## src/pkwc_pkg.sv

```systemverilog
`timescale 1ns / 1ps
// ----------------------------------------------------------------------------
// pkwc_pkg
// Shared widths, constants and types of the position keyed word cipher.
// ----------------------------------------------------------------------------
package pkwc_pkg;

   localparam int WORD_W      = 32;
   localparam int POS_W       = 34;
   localparam int KEY_COUNT   = 8;
   localparam int KEY_SEL_W   = 3;
   localparam int HIGH_SHIFT  = 5;
   localparam int CSR_IDX_W   = 4;
   localparam int CSR_DATA_W  = 64;
   localparam int QUEUE_DEPTH = 4;

   // one key register: key0 in the low half, key1 in the high half
   typedef struct packed {
      logic [WORD_W-1:0] key1;
      logic [WORD_W-1:0] key0;
   } key_pair_type;

   typedef key_pair_type [KEY_COUNT-1:0] key_file_type;

   // one word after the front end has fixed its stream position
   typedef struct packed {
      logic [POS_W-1:0]  pos;
      logic [WORD_W-1:0] data;
      logic              last;
   } queue_entry_type;

endpackage

```

## src/position_keyed_word_cipher.sv

```systemverilog
`timescale 1ns / 1ps
// ----------------------------------------------------------------------------
// position_keyed_word_cipher
// XOR keystream coder over 32-bit words keyed by a 34-bit word position.
// ----------------------------------------------------------------------------
//  channel | ports                                   | direction
//  --------+-----------------------------------------+----------
//  req     | valid/ready, set_position, word_offset, | in
//          | data_word, last_word                    |
//  rsp     | valid/ready, coded_word, last_out       | out
//  csr     | wr_en, index, wdata (64 bits)           | in
//
//  one transaction per cycle sustained while rsp is not stalled; the front end takes a word each cycle
//  from req acceptance to rsp_valid a word goes through the queue write at the
//  accepting edge, then the product stage, then the output stage
//  reset clears the position counter, the key registers and the queue
//  a stalled rsp backs up through the queue; req_ready drops once it is full
// ----------------------------------------------------------------------------
module position_keyed_word_cipher #(
   parameter int QUEUE_DEPTH = pkwc_pkg::QUEUE_DEPTH
) (
   input  logic                             clock,
   input  logic                             reset,
   input  logic                             req_valid,
   output logic                             req_ready,
   input  logic                             req_set_position,
   input  logic [pkwc_pkg::WORD_W-1:0]      req_word_offset,
   input  logic [pkwc_pkg::WORD_W-1:0]      req_data_word,
   input  logic                             req_last_word,
   output logic                             rsp_valid,
   input  logic                             rsp_ready,
   output logic [pkwc_pkg::WORD_W-1:0]      rsp_coded_word,
   output logic                             rsp_last_out,
   input  logic                             csr_wr_en,
   input  logic [pkwc_pkg::CSR_IDX_W-1:0]   csr_index,
   input  logic [pkwc_pkg::CSR_DATA_W-1:0]  csr_wdata
);
   import pkwc_pkg::*;

   key_file_type    key_ff;
   queue_entry_type push_entry, head_entry;
   logic            queue_full, queue_push, queue_pop, queue_not_empty;

   // writes beyond the key registers are dropped
   always_ff @(posedge clock) begin
      if (reset) begin
         key_ff <= '0;
      end else if (csr_wr_en && (csr_index < CSR_IDX_W'(KEY_COUNT))) begin
         key_ff[csr_index[KEY_SEL_W-1:0]] <= key_pair_type'(csr_wdata);
      end
   end

   pkwc_front u_front (
      .clock            (clock),
      .reset            (reset),
      .req_valid        (req_valid),
      .req_ready        (req_ready),
      .req_set_position (req_set_position),
      .req_word_offset  (req_word_offset),
      .req_data_word    (req_data_word),
      .req_last_word    (req_last_word),
      .key0_base        (key_ff[0].key0),
      .queue_full       (queue_full),
      .queue_push       (queue_push),
      .queue_entry      (push_entry)
   );

   pkwc_queue #(
      .DEPTH (QUEUE_DEPTH)
   ) u_queue (
      .clock      (clock),
      .reset      (reset),
      .push       (queue_push),
      .push_entry (push_entry),
      .full       (queue_full),
      .pop        (queue_pop),
      .not_empty  (queue_not_empty),
      .head_entry (head_entry)
   );

   pkwc_back u_back (
      .clock           (clock),
      .reset           (reset),
      .key_file        (key_ff),
      .queue_not_empty (queue_not_empty),
      .queue_head      (head_entry),
      .queue_pop       (queue_pop),
      .rsp_valid       (rsp_valid),
      .rsp_ready       (rsp_ready),
      .rsp_coded_word  (rsp_coded_word),
      .rsp_last_out    (rsp_last_out)
   );

endmodule

```

## src/pkwc_front.sv

```systemverilog
`timescale 1ns / 1ps
// ----------------------------------------------------------------------------
// pkwc_front
// Accepts request transactions and tags each word with its stream position.
// ----------------------------------------------------------------------------
module pkwc_front (
   input  logic                          clock,
   input  logic                          reset,
   input  logic                          req_valid,
   output logic                          req_ready,
   input  logic                          req_set_position,
   input  logic [pkwc_pkg::WORD_W-1:0]   req_word_offset,
   input  logic [pkwc_pkg::WORD_W-1:0]   req_data_word,
   input  logic                          req_last_word,
   input  logic [pkwc_pkg::WORD_W-1:0]   key0_base,
   input  logic                          queue_full,
   output logic                          queue_push,
   output pkwc_pkg::queue_entry_type     queue_entry
);
   import pkwc_pkg::*;

   logic [POS_W-1:0] pos_ff;
   logic [POS_W-1:0] pos_in;
   logic [POS_W-1:0] pos_cur;
   logic             accept;

   assign req_ready = !queue_full;
   assign accept    = req_valid && !queue_full;

   // a position load applies to the word that carries it
   assign pos_cur = req_set_position ?
                    (POS_W'(req_word_offset) + POS_W'(key0_base)) : pos_ff;
   assign pos_in  = accept ? (pos_cur + POS_W'(1)) : pos_ff;

   assign queue_push       = accept;
   assign queue_entry.pos  = pos_cur;
   assign queue_entry.data = req_data_word;
   assign queue_entry.last = req_last_word;

   always_ff @(posedge clock) begin
      if (reset) begin
         pos_ff <= '0;
      end else begin
         pos_ff <= pos_in;
      end
   end

   a_pos_increments: assert property (@(posedge clock) disable iff (reset)
      accept && !req_set_position |=> pos_ff == $past(pos_ff) + POS_W'(1))
      else $error("position counter did not step");

   a_pos_loads: assert property (@(posedge clock) disable iff (reset)
      accept && req_set_position |=>
         pos_ff == POS_W'($past(req_word_offset)) + POS_W'($past(key0_base)) + POS_W'(1))
      else $error("position load went wrong");

   a_pos_idle: assert property (@(posedge clock) disable iff (reset)
      !accept |=> $stable(pos_ff))
      else $error("position moved without a transaction");

endmodule

```

## src/pkwc_queue.sv

```systemverilog
`timescale 1ns / 1ps
// ----------------------------------------------------------------------------
// pkwc_queue
// Short FIFO between the position front end and the keystream back end.
// ----------------------------------------------------------------------------
module pkwc_queue #(
   parameter int DEPTH = pkwc_pkg::QUEUE_DEPTH
) (
   input  logic                       clock,
   input  logic                       reset,
   input  logic                       push,
   input  pkwc_pkg::queue_entry_type  push_entry,
   output logic                       full,
   input  logic                       pop,
   output logic                       not_empty,
   output pkwc_pkg::queue_entry_type  head_entry
);
   import pkwc_pkg::*;

   localparam int PTR_W = (DEPTH > 1) ? $clog2(DEPTH) : 1;
   localparam int CNT_W = $clog2(DEPTH + 1);

   queue_entry_type    entry_ff [DEPTH];
   logic [PTR_W-1:0]   wr_ptr_ff, wr_ptr_in;
   logic [PTR_W-1:0]   rd_ptr_ff, rd_ptr_in;
   logic [CNT_W-1:0]   count_ff, count_in;

   assign full       = (count_ff == CNT_W'(DEPTH));
   assign not_empty  = (count_ff != '0);
   assign head_entry = entry_ff[rd_ptr_ff];

   always_comb begin
      wr_ptr_in = wr_ptr_ff;
      rd_ptr_in = rd_ptr_ff;
      count_in  = count_ff;
      if (push) begin
         wr_ptr_in = (wr_ptr_ff == PTR_W'(DEPTH - 1)) ? '0 : wr_ptr_ff + PTR_W'(1);
      end
      if (pop) begin
         rd_ptr_in = (rd_ptr_ff == PTR_W'(DEPTH - 1)) ? '0 : rd_ptr_ff + PTR_W'(1);
      end
      if (push && !pop) begin
         count_in = count_ff + CNT_W'(1);
      end else if (pop && !push) begin
         count_in = count_ff - CNT_W'(1);
      end
   end

   always_ff @(posedge clock) begin
      if (reset) begin
         wr_ptr_ff <= '0;
         rd_ptr_ff <= '0;
         count_ff  <= '0;
      end else begin
         wr_ptr_ff <= wr_ptr_in;
         rd_ptr_ff <= rd_ptr_in;
         count_ff  <= count_in;
      end
   end

   always_ff @(posedge clock) begin
      if (push) begin
         entry_ff[wr_ptr_ff] <= push_entry;
      end
   end

   a_no_overflow: assert property (@(posedge clock) disable iff (reset)
      push |-> !full)
      else $error("push into a full queue");

   a_no_underflow: assert property (@(posedge clock) disable iff (reset)
      pop |-> not_empty)
      else $error("pop from an empty queue");

   a_count_range: assert property (@(posedge clock) disable iff (reset)
      count_ff <= CNT_W'(DEPTH))
      else $error("queue count out of range");

endmodule

```

## src/pkwc_back.sv

```systemverilog
`timescale 1ns / 1ps
// ----------------------------------------------------------------------------
// pkwc_back
// Keystream back end: key select and two products, then add, xor and output.
// ----------------------------------------------------------------------------
module pkwc_back (
   input  logic                         clock,
   input  logic                         reset,
   input  pkwc_pkg::key_file_type       key_file,
   input  logic                         queue_not_empty,
   input  pkwc_pkg::queue_entry_type    queue_head,
   output logic                         queue_pop,
   output logic                         rsp_valid,
   input  logic                         rsp_ready,
   output logic [pkwc_pkg::WORD_W-1:0]  rsp_coded_word,
   output logic                         rsp_last_out
);
   import pkwc_pkg::*;

   // product stage
   logic              s1_vld_ff;
   logic [WORD_W-1:0] s1_lo_ff, s1_hi_ff, s1_data_ff;
   logic              s1_last_ff;
   // output stage
   logic              s2_vld_ff;
   logic [WORD_W-1:0] s2_word_ff;
   logic              s2_last_ff;

   key_pair_type      key_sel;
   logic [WORD_W-1:0] hi_op;
   logic [WORD_W-1:0] lo_prod, hi_prod;
   logic              s2_load, s1_go, s1_load;

   assign s2_load   = !s2_vld_ff || rsp_ready;
   assign s1_go     = s1_vld_ff && s2_load;
   assign s1_load   = !s1_vld_ff || s1_go;
   assign queue_pop = queue_not_empty && s1_load;

   assign key_sel = key_file[queue_head.pos[KEY_SEL_W-1:0]];
   assign hi_op   = WORD_W'(queue_head.pos >> HIGH_SHIFT);
   // only the low word of each product matters
   assign lo_prod = WORD_W'(queue_head.pos[WORD_W-1:0] * key_sel.key0);
   assign hi_prod = WORD_W'(hi_op * key_sel.key1);

   always_ff @(posedge clock) begin
      if (reset) begin
         s1_vld_ff <= 1'b0;
         s2_vld_ff <= 1'b0;
      end else begin
         if (s1_load) begin
            s1_vld_ff <= queue_pop;
         end
         if (s2_load) begin
            s2_vld_ff <= s1_vld_ff;
         end
      end
   end

   always_ff @(posedge clock) begin
      if (queue_pop) begin
         s1_lo_ff   <= lo_prod;
         s1_hi_ff   <= hi_prod;
         s1_data_ff <= queue_head.data;
         s1_last_ff <= queue_head.last;
      end
      if (s1_go) begin
         s2_word_ff <= s1_data_ff ^ (s1_lo_ff + s1_hi_ff);
         s2_last_ff <= s1_last_ff;
      end
   end

   assign rsp_valid      = s2_vld_ff;
   assign rsp_coded_word = s2_word_ff;
   assign rsp_last_out   = s2_last_ff;

   a_s1_holds: assert property (@(posedge clock) disable iff (reset)
      s1_vld_ff && !s2_load |=> s1_vld_ff && $stable(s1_data_ff) && $stable(s1_lo_ff))
      else $error("product stage lost a word under stall");

   a_pop_has_room: assert property (@(posedge clock) disable iff (reset)
      queue_pop |-> (!s1_vld_ff || s1_go))
      else $error("pop while product stage is blocked");

   a_s2_fill: assert property (@(posedge clock) disable iff (reset)
      s1_go |=> s2_vld_ff)
      else $error("word did not reach the output stage");

endmodule

```

## config.mk

```make
export PLATFORM = sky130hd
export DESIGN_NAME = position_keyed_word_cipher
export DESIGN_NICKNAME = d
export VERILOG_FILES = /design/src/pkwc_pkg.sv /design/src/position_keyed_word_cipher.sv /design/src/pkwc_front.sv /design/src/pkwc_queue.sv /design/src/pkwc_back.sv
export SDC_FILE = /design/constraint.sdc
export NUM_CORES = 2
export LEC_CHECK = 0
export BUFFER_PORTS_ARGS = -buffer_cell sky130_fd_sc_hd__buf_4
export CAP_MARGIN = 25
export CORE_ASPECT_RATIO = 0.75
export CORE_MARGIN = 4
export CORE_UTILIZATION = 30
export CTS_BUF_LIST = sky130_fd_sc_hd__clkbuf_4 sky130_fd_sc_hd__clkbuf_8
export DETAILED_ROUTE_END_ITERATION = 8
export HOLD_SLACK_MARGIN = 0.1
export PLACE_DENSITY = 0.53
export SETUP_SLACK_MARGIN = 0.5
export SYNTH_ARGS = -nofsm -noshare
export SYNTH_HDL_FRONTEND = slang
export SYNTH_SLANG_ARGS = --single-unit
```

## constraint.sdc

```tcl
create_clock -name clock -period 14.05 [get_ports clock]
set_input_delay 3.5125 -clock clock [delete_from_list [all_inputs] [get_ports clock]]
set_output_delay 3.5125 -clock clock [all_outputs]
set_load 0.05 [all_outputs]
```

==> results.md <==
- Tot GR Track Use: about a fifth
- Fraction of layout cells with a size suffix above 1: approximately a tenth
- RSZ-0062 raised after global routing: false
- Post_cts resized: 0
- Vias in the first global route: about 56000
- Initial core utilization: 30.1%
- Sum Neg Setup Slack: 0 ns
- Clock Latency Late Sink: 0.90 ns
- Worst path max stage delay: approximately 0.80 ns
- Synthesized area: a little over 70000 um^2
- Die area: 250000 um^2
- Vias: 55800
- CP max FO: 50
- Root Buffer: clkbuf_8
- Slew @ Worst Pin: between 1 and 1.5 ns
- DR iter-0 viols: around 5600
- Main synth FF type: dfxtp_1
- Final WL: 251 mm
- DR vias/cell: about 5
- Synth cell types: 94
- Maximum buffer depth of the clock tree: 4
- Fillers: 24700
- Max-cap violations: 0
- HP Class: register to register
- Cell mode on critical path: fa_1
- Drc violations: 0
- Clock Pin Slew Worst Setup and Hold Paths: about 0.060 ns
- Fraction of registers with async set or reset after synthesis: 0%
- Ratio of final minimum period to clock period: roughly four fifths
- Synth warn: 0
- IO buf count: ~170
- Highest clock rate: around 90 MHz
- Ports: 174
- H-tree levels: 4
- Arrival time worst endpoint: 11.73 ns
- Largest net degree at the start of global routing: approximately 220
- Drt first pass iters: 5
- Initial antenna violation count: 17
- Mapped Cells: 7792
- Average wire per standard cell: roughly 22 um
- Placed Instance Area: 77100 um^2
- FP Rows: 156
- Nets: just over 9000
- Synth Area in Compound Gates: a little under a tenth
- Total congestion overflow: 0
- CP Launch Type: register
- Design area: 80400 um^2
- Cell taking the most area after synthesis: fa_1
- Max Slew Vio Count: 0
- CTS Hold Bufs: 0
- Slew headroom: between 9 and 10%
- Placeable Area: 241000 um^2
- Period minus WS final: ~11 ns
- Multiplexer share of the synthesized area: roughly 5.3%
- Outcome: finished, final reports clean
- Seq/Total Area, Yosys: a little under a third
- Die Y: roughly 430 um
- CP Capture Type: register
- Cts bufs inserted: approximately 160
- TritonCTS Sinks: around 950
- Dpl hpwl: 178 mm
- Worst setup path class: register to register
- Final setup viols: 0
- Clk_skew: approximately 0.13 ns
- Synth Area in Adders: roughly 28%
- Setup Buffers After CTS: 0
- CP required: between 10 and 15 ns
- Seq cells post-synth: about 950
- Number of synthesized flops with an enable pin: about 400
- P&R area growth vs syn: 10.6%
- Yosys top cell area share: between 20% and 30%
- Largest family of logic cells by synthesized area: adder cells
- Post-Synth XOR/XNOR Area: between 3 and 4%
- Slowest-stage cell, CP: nand2b_2
- Final Hold Viols: 0
- Largest cells by area after synthesis: fa_1 23%, edfxtp_1 16%, dfxtp_1 15%
- Post-synthesis net count: just over 9000
- First-pass GRT wire length: 371 mm
- Placer congestion estimate: 0.900
- ANT nets after route: 0
- Mean post-synth cell area: ~9.3 um^2
- CTS tree: done
- Synth Area in Simple Gates: 14.9%
- Die width: around 580 um
## routing by layer
layer / vias to the layer above / wire length, um / GRT usage (%)
li1: 25100 / - / -
met1: 28100 / 112000 / 28.1
met2: 2291 / 105000 / 29.0
met3: 317 / 24800 / 5.33
met4: 2 / 8360 / 6.27
met5: - / 13 / 0
## path summary, 6_finish.rpt
kind / depth (start not counted) / endpoint / startpoint / slack, ns
max: 29 / u_back.s1_lo_ff[31] / register / 2.89
min: 0 / u_back.rsp_last_out / u_back.s1_last_ff / 0.43
max reg2reg: 29 / u_back.s1_lo_ff[31] / register / 2.89
min reg2reg: 0 / u_back.rsp_last_out / u_back.s1_last_ff / 0.43
## placed cells by master, fill, tap and decap left out, types with 50 or more instances in the layout
cell type,instances
a21oi_1,620
a21o_1,55
and2_1,56
clkbuf_8,192
buf_4,314
ha_1,310
o22ai_1,50
fa_1,818
nand2_1,1562
edfxtp_1,398
dfxtp_1,551
nor2_1,672
xor2_1,60
nand3_1,66
mux2i_1,218
nand2b_1,52
xnor2_1,189
inv_1,892
o21a_1,50
o21ai_0,107
## sequential cells by signal (all words and copies together) (netlist names), 3 cells and up, named ones only
name                   cells
key_ff                   508
u_queue.entry_ff         268
u_front.pos_ff            34
u_back.rsp_coded_word     32
u_back.s1_data_ff         32
u_back.s1_hi_ff           32
u_back.s1_lo_ff           32
u_queue.count_ff           3
## critical path: cells and delay by family, from the launching register on
family                   cells  cell delay [ns]
XOR/XNOR                     1             0.14
multiplexers                 1             0.63
buffers and inverters        5             1.03
AND/OR/NAND/NOR              4             1.98
adder cells (fa/ha/maj)      9             3.71
flip-flops                   1             0.72
AO/OA/AOI/OAI                9             2.60
## stage by stage
step	hold slack [ns]	setup slack, ns	cells	utilization, %
after floorplan	0.400	3.95	7792	-
after global placement	0.410	2.56	10800	31.9
after detailed placement	0.416	3.08	10900	32.0
after CTS	0.431	3.09	11100	33.3
after global routing	0.454	2.47	11100	33.3
final	0.427	2.89	11100	33.4
## layout make-up
| cell class | count | area (um^2) | area share [%] |
|---|---|---|---|
| sequential | 951 | 23000 | 28.6 |
| timing repair buffer | 319 | 2440 | 3.03 |
| antenna | 13 | 32.5 | 0.0405 |
| tap | 3239 | 4050 | 5.04 |
| clock inverter | 39 | 275 | 0.342 |
| multi-input combinational | 5454 | 44200 | 55.0 |
| clock buffer | 240 | 3000 | 3.73 |
| inverter | 893 | 3350 | 4.17 |
## cell families after synthesis
group,Yosys count
buf+inv,1387
flops,951
mux,314
compound gates,1125
xor+xnor,254
fa+ha+maj,1128
simple gates,2633
## synthesized netlist by cell type, types with 57 or more instances
library cell and n:
xnor2_1 189, o21ai_0 112, xor2_1 60, edfxtp_1 398
clkbuf_1 343, nor2_1 673, nand3_1 68, mux2i_1 220
ha_1 310, a21oi_1 621, fa_1 818, buf_4 71
inv_1 892, and2_1 57, nand2_1 1564, dfxtp_1 553
Power is left out: the tool's default activity adds up to more than one toggle a clock period on the data nets, which glitch-free logic cannot reach.
